<file path="src/c2d_pkg.sv">
// ----------------------------------------------------------------------------
// c2d_pkg: shared types and constants of the convolution layer engine
// Store geometry, command codes, register indexes and the queued command.
// ----------------------------------------------------------------------------
package c2d_pkg;

   localparam int MAX_IN_DEPTH     = 8;
   localparam int MAX_IN_SIZE      = 32;
   localparam int MAX_OUT_DEPTH    = 8;
   localparam int KERNEL_HEIGHT    = 3;
   localparam int KERNEL_WIDTH     = 3;
   localparam int WEIGHT_FRAC_BITS = 12;

   localparam int MAP_WORDS = MAX_IN_DEPTH * MAX_IN_SIZE * MAX_IN_SIZE;
   localparam int WT_WORDS  = MAX_OUT_DEPTH * MAX_IN_DEPTH * KERNEL_HEIGHT * KERNEL_WIDTH;
   localparam int MAP_AW    = $clog2(MAP_WORDS);
   localparam int WT_AW     = $clog2(WT_WORDS);

   localparam logic [1:0] CMD_LOAD_INPUT  = 2'd0;
   localparam logic [1:0] CMD_LOAD_WEIGHT = 2'd1;
   localparam logic [1:0] CMD_LOAD_BIAS   = 2'd2;
   localparam logic [1:0] CMD_COMPUTE     = 2'd3;

   localparam logic [2:0] REG_STRIDE       = 3'd0;
   localparam logic [2:0] REG_PADDING      = 3'd1;
   localparam logic [2:0] REG_USE_BIAS     = 3'd2;
   localparam logic [2:0] REG_USE_RESIDUAL = 3'd3;
   localparam logic [2:0] REG_IN_DEPTH     = 3'd4;
   localparam logic [2:0] REG_IN_HEIGHT    = 3'd5;
   localparam logic [2:0] REG_IN_WIDTH     = 3'd6;

   typedef struct packed {
      logic [1:0]         command;
      logic [2:0]         in_channel;
      logic [2:0]         out_channel;
      logic [5:0]         row;
      logic [5:0]         col;
      logic [1:0]         kernel_row;
      logic [1:0]         kernel_col;
      logic signed [15:0] value;
   } req_type;

   typedef struct packed {
      logic [2:0]         result_channel;
      logic [5:0]         result_row;
      logic [5:0]         result_col;
      logic signed [15:0] result_value;
   } rsp_type;

   typedef struct packed {
      logic [2:0] stride;
      logic [1:0] padding;
      logic       use_bias;
      logic       use_residual;
      logic [3:0] in_depth;
      logic [5:0] in_height;
      logic [5:0] in_width;
   } cfg_type;

endpackage

</file>
<file path="src/c2d_req_if.sv">
// ----------------------------------------------------------------------------
// c2d_req_if: request channel
// Valid/ready channel that carries one command.
// ----------------------------------------------------------------------------
interface c2d_req_if;
   logic              valid;
   logic              ready;
   c2d_pkg::req_type  payload;
   modport source (output valid, output payload, input ready);
   modport sink   (input valid, input payload, output ready);
endinterface

</file>
<file path="src/c2d_front.sv">
// ----------------------------------------------------------------------------
// c2d_front: command intake
// Two-entry queue that takes commands and hands them to the compute side.
// ----------------------------------------------------------------------------
module c2d_front (
   input  logic              clock,
   input  logic              reset,
   c2d_req_if.sink           req,
   output c2d_pkg::req_type  cmd_data,
   output logic              cmd_valid,
   input  logic              cmd_take
);
   c2d_pkg::req_type q_ff [2];
   c2d_pkg::req_type q_in [2];
   logic [1:0] cnt_ff, cnt_in;
   logic push, pop;

   assign req.ready = (cnt_ff != 2'd2);
   assign push      = req.valid && req.ready;
   assign cmd_valid = (cnt_ff != 2'd0);
   assign pop       = cmd_valid && cmd_take;
   assign cmd_data  = q_ff[0];

   always_comb begin
      q_in[0] = q_ff[0];
      q_in[1] = q_ff[1];
      cnt_in  = cnt_ff + 2'(push) - 2'(pop);
      if (pop) begin
         q_in[0] = q_ff[1];
      end
      if (push) begin
         if (cnt_ff - 2'(pop) == 2'd0) begin
            q_in[0] = req.payload;
         end else begin
            q_in[1] = req.payload;
         end
      end
   end

   always_ff @(posedge clock) begin
      q_ff[0] <= q_in[0];
      q_ff[1] <= q_in[1];
      if (reset) begin
         cnt_ff <= 2'd0;
      end else begin
         cnt_ff <= cnt_in;
      end
   end

   a_cnt_range: assert property (@(posedge clock) disable iff (reset) cnt_ff != 2'd3)
      else $error("queue count out of range");
   a_full_stall: assert property (@(posedge clock) disable iff (reset)
      cnt_ff == 2'd2 |-> !req.ready) else $error("full queue accepted");
   a_pop_count: assert property (@(posedge clock) disable iff (reset)
      pop && !push |=> cnt_ff == $past(cnt_ff) - 2'd1) else $error("pop lost");
endmodule

</file>
<file path="src/flat_wrapper.sv">
// flat-port wrapper written by rule: the top's interface ports become plain ports
module c2d_front_flat 
  (clock, reset, cmd_data, cmd_valid, cmd_take, req_valid, req_payload, req_ready);
  c2d_req_if req_i ();
  input  logic clock;
  input  logic reset;
  output c2d_pkg::req_type cmd_data;
  output logic cmd_valid;
  input  logic cmd_take;
  input wire logic [$bits(req_i.valid)-1:0] req_valid;
  input wire logic [$bits(req_i.payload)-1:0] req_payload;
  output wire logic [$bits(req_i.ready)-1:0] req_ready;
  assign req_i.valid = req_valid;
  assign req_i.payload = req_payload;
  assign req_ready = req_i.ready;
  c2d_front u_core (.clock(clock), .reset(reset), .req(req_i), .cmd_data(cmd_data), .cmd_valid(cmd_valid), .cmd_take(cmd_take));
endmodule
</file>
<file path="config.mk">
export PLATFORM = sky130hd
export DESIGN_NAME = c2d_front_flat
export DESIGN_NICKNAME = d
export VERILOG_FILES = /design/src/c2d_pkg.sv /design/src/c2d_req_if.sv /design/src/c2d_front.sv /design/src/flat_wrapper.sv
export SDC_FILE = /design/constraint.sdc
export NUM_CORES = 1
export LEC_CHECK = 0
export BUFFER_PORTS_ARGS = -buffer_cell sky130_fd_sc_hd__buf_2
export CAP_MARGIN = 20
export CORE_MARGIN = 2
export CORE_UTILIZATION = 52
export CTS_CLUSTER_SIZE = 10
export DETAILED_ROUTE_END_ITERATION = 8
export PLACE_DENSITY = 0.78
export SYNTH_ARGS = -nofsm -noshare
export SYNTH_HDL_FRONTEND = slang
export SYNTH_SLANG_ARGS = --single-unit
</file>
<file path="constraint.sdc">
create_clock -name clock -period 9.52 [get_ports clock]
set_clock_uncertainty 0.1 [all_clocks]
set_input_delay 1.428 -clock clock [delete_from_list [all_inputs] [get_ports clock]]
set_output_delay 1.428 -clock clock [all_outputs]
set_load 0.03 [all_outputs]
</file>
==> run_results.csv <==
group,metric,value,unit
route,dr.pass1.iters,3,
route,dr_wl_met3,280,um
clock_network,cts_hold_buf,0,
worst_hold_path,holdPathStages,2,
die,die_w,86.8,um
clock_network,clk_latency,0.34,ns
worst_hold_path,hold_class,"flop to flop",
clock_network,cts.sinks,82,
route,topRoutingLayerUsed,"met4",
worst_setup_path,arrival,2.89,ns
pwr,ir_drop,0.000113,V
clock_network,h-tree-depth,3,
global_route,grt_pass1_vias,1797,
clock_network,numCtsBuffers,9,
clock_network,cts.clk_slew.worst_paths,0.08,ns
route,postRouteAntennaNets,0,
die,die_area,7530,um^2
sta,hold_violations,0,
sta,setup_viol,0,
synthesis,ys_seq_area_frac,0.573,
die,die_h,86.8,um
sta,worstMarginPinSlew,0.751,ns
route,wl_per_cell,14.2,um
place,place_hpwl,3.44,mm
global_route,grt_max_degree,41,
finish,syn2layout_area_growth,11.6,%
worst_setup_path,path_class,"input port to flop",
synthesis,synth.top_cell.area_share,0.337,
route,drc,0,
worst_setup_path,critPathLaunchType,"input port",
synthesis,netlist_instances,227,
place,gp_congestion,0.653,
sta,max_freq,361,MHz
pwr,power_density,222,nW/um^2
synthesis,yosysTopAreaCell,"edfxtp_1",
worst_setup_path,path_max_fanout,21,
route,wl_met1,2.37,mm
route,wl_met2,2.44,mm
die,start_util,0.530,
worst_setup_path,rrSetupSlack,7.50,ns
synthesis,syn_area,3560,um^2
sta,rsz0062_at_grt,"no",
sta,layout_min_cycle_time,2.77,ns
die,rows,30,
global_route,grt_usage,0.143,
route,vias_per_cell,4.99,
finish,drive_above_1_share,0.657,
route,vias,1810,
clock_network,postCtsResizedCells,0,
synthesis,ys_types,20,
sta,period_share,0.291,
worst_setup_path,r2r-start,"u_core.cnt_ff[1]",
route,drt_iter0_markers,50,
outcome,status,"complete, no violations",
finish,diodes,0,
die,pin_count,86,
synthesis,avgSynthCellArea,15.7,um^2
worst_setup_path,rr_worst_depth,3,
pwr,p_leak,1.74,nW
sta,setup-tns-final,0,ns
sta,maxSlewViolCount,0,
place,io_buffers,85,
die,core-area,6720,um^2
pwr,power,0.000883,W
worst_hold_path,min_from,"u_core.q_ff[0][76]",
job,maxCapViolations,0,
clock_network,tritoncts,"built",
worst_hold_path,holdPathEnd,"u_core.q_ff[0][36]",
route,drt-total-wl,5.17,mm
clock_network,cts_root_buf,"clkbuf_8",
synthesis,synth_seq_cells,82,
worst_setup_path,required,9.64,ns
clock_network,post_cts_buffers,0,
synthesis,synth_nets,272,
synthesis,ys_warn_count,0,
worst_setup_path,worstSetupEndpointType,"flop",
finish,layout.nets,323,
sta,slew-limit-headroom,0.499,
worst_setup_path,rr_endpoint,"u_core.q_ff[0][47]",
global_route,antenna_found_initial,0,
synthesis,yosys-top-cells-area,"edfxtp_1 (34%), dfxtp_1 (24%), mux2_4 (17%), mux2_2 (13%), buf_4 (8.4%)",
clock_network,clock_path_buffers,2,
global_route,grt.overflow.total,0,
global_route,grt_pass1_wl,8.13,mm
-- how the worst max path moves through the flow --
stage | startpoint | to | depth (start not counted)
3_3_place_gp | cmd_take | u_core.q_ff[0][31] | 4
6_report | cmd_take | u_core.q_ff[0][10] | 5
3_5_place_dp | cmd_take | u_core.q_ff[0][39] | 5
2_1_floorplan | req_valid | u_core.q_ff[0][40] | 2
5_1_grt | cmd_take | u_core.q_ff[0][28] | 5
4_1_cts | cmd_take | u_core.q_ff[0][39] | 5
-- state kept, by name, indices dropped and copies added (netlist names) --
name,flops
u_core.cnt_ff,2
u_core.q_ff,80
-- through the flow --
step	hold WS, ns	worst slack (ns)	utilization	cell area [um^2]	std cells
2_1_floorplan	0.475	5.52	-	3560	227
4_1_cts	0.505	6.72	0.591	3970	363
3_5_place_dp	0.486	6.34	0.564	3790	347
5_1_grt	0.517	6.64	0.591	3970	363
3_3_place_gp	0.479	6.09	0.560	3760	346
6_report	0.500	6.75	0.591	3970	363
-- layout make-up --
class                           instances  area (um^2)
Clock buffer                           11          131
Clock inverter                          5         55.1
Fill cell                             554         2750
Inverter                                2         7.51
Multi-Input combinational cell         95         1170
Sequential cell                        82         2040
Tap cell                               80          100
Timing Repair Buffer                   88          468
-- cells in the final DEF (no fill, tap or decap), drive strengths merged --
cell type,count
inv,2
clkbuf,11
nand2,1
and2b,1
mux2,80
or2,1
or3,1
bufinv,1
buf,88
clkinv,2
and2,1
nor2b,1
nand3,1
nand2b,2
dfxtp,42
clkinvlp,2
a21oi,2
edfxtp,40
ha,1
o21ai,3
-- where the power goes --
group          internal [W]  switching [W]  total, W  leakage [nW]
clock              0.000120       0.000114  0.000234        0.0893
sequential         0.000409      0.0000173  0.000426         0.717
combinational      0.000108       0.000116  0.000223         0.935
total              0.000637       0.000247  0.000883          1.74
-- worst max-delay path, stage by stage --
cell and delay, ns:
buf_2 0.16, nand2b_1 0.15, nand3_2 0.48, buf_16 0.38
mux2_2 0.28
-- logic make-up (layout without fill, tap and decap cells) --
| logic type | Yosys count | count (layout) | share of synthesized area |
|---|---|---|---|
| DFF | 82 | 82 | 0.573 |
| muxes | 80 | 80 | 0.295 |
| buffers and inverters | 50 | 106 | 0.105 |
| and+or+nand+nor | 9 | 9 | 0.0151 |
| AOI/OAI and AO/OA | 5 | 5 | 0.00808 |
| adders and majority gates | 1 | 1 | 0.00351 |
-- layer usage --
metal / vias to the layer above / track usage
met2: 53 / 0.224
met3: 8 / 0.0667
met1: 875 / 0.173
li1: 874 / -
met4: 0 / 0.0554
met5: - / 0
-- synth_stat cells --
cell type / n
nand2_1: 1
buf_6: 4
ha_1: 1
mux2_4: 40
and2b_1: 1
dfxtp_1: 42
a21oi_1: 2
o21ai_0: 2
buf_4: 40
inv_1: 2
or3_1: 1
nand2b_1: 2
nand3_1: 1
buf_2: 4
and2_1: 1
mux2_2: 40
edfxtp_1: 40
nor2b_1: 1
o21ai_2: 1
or2_2: 1
No activity file was read; power rests on OpenSTA's default activity.
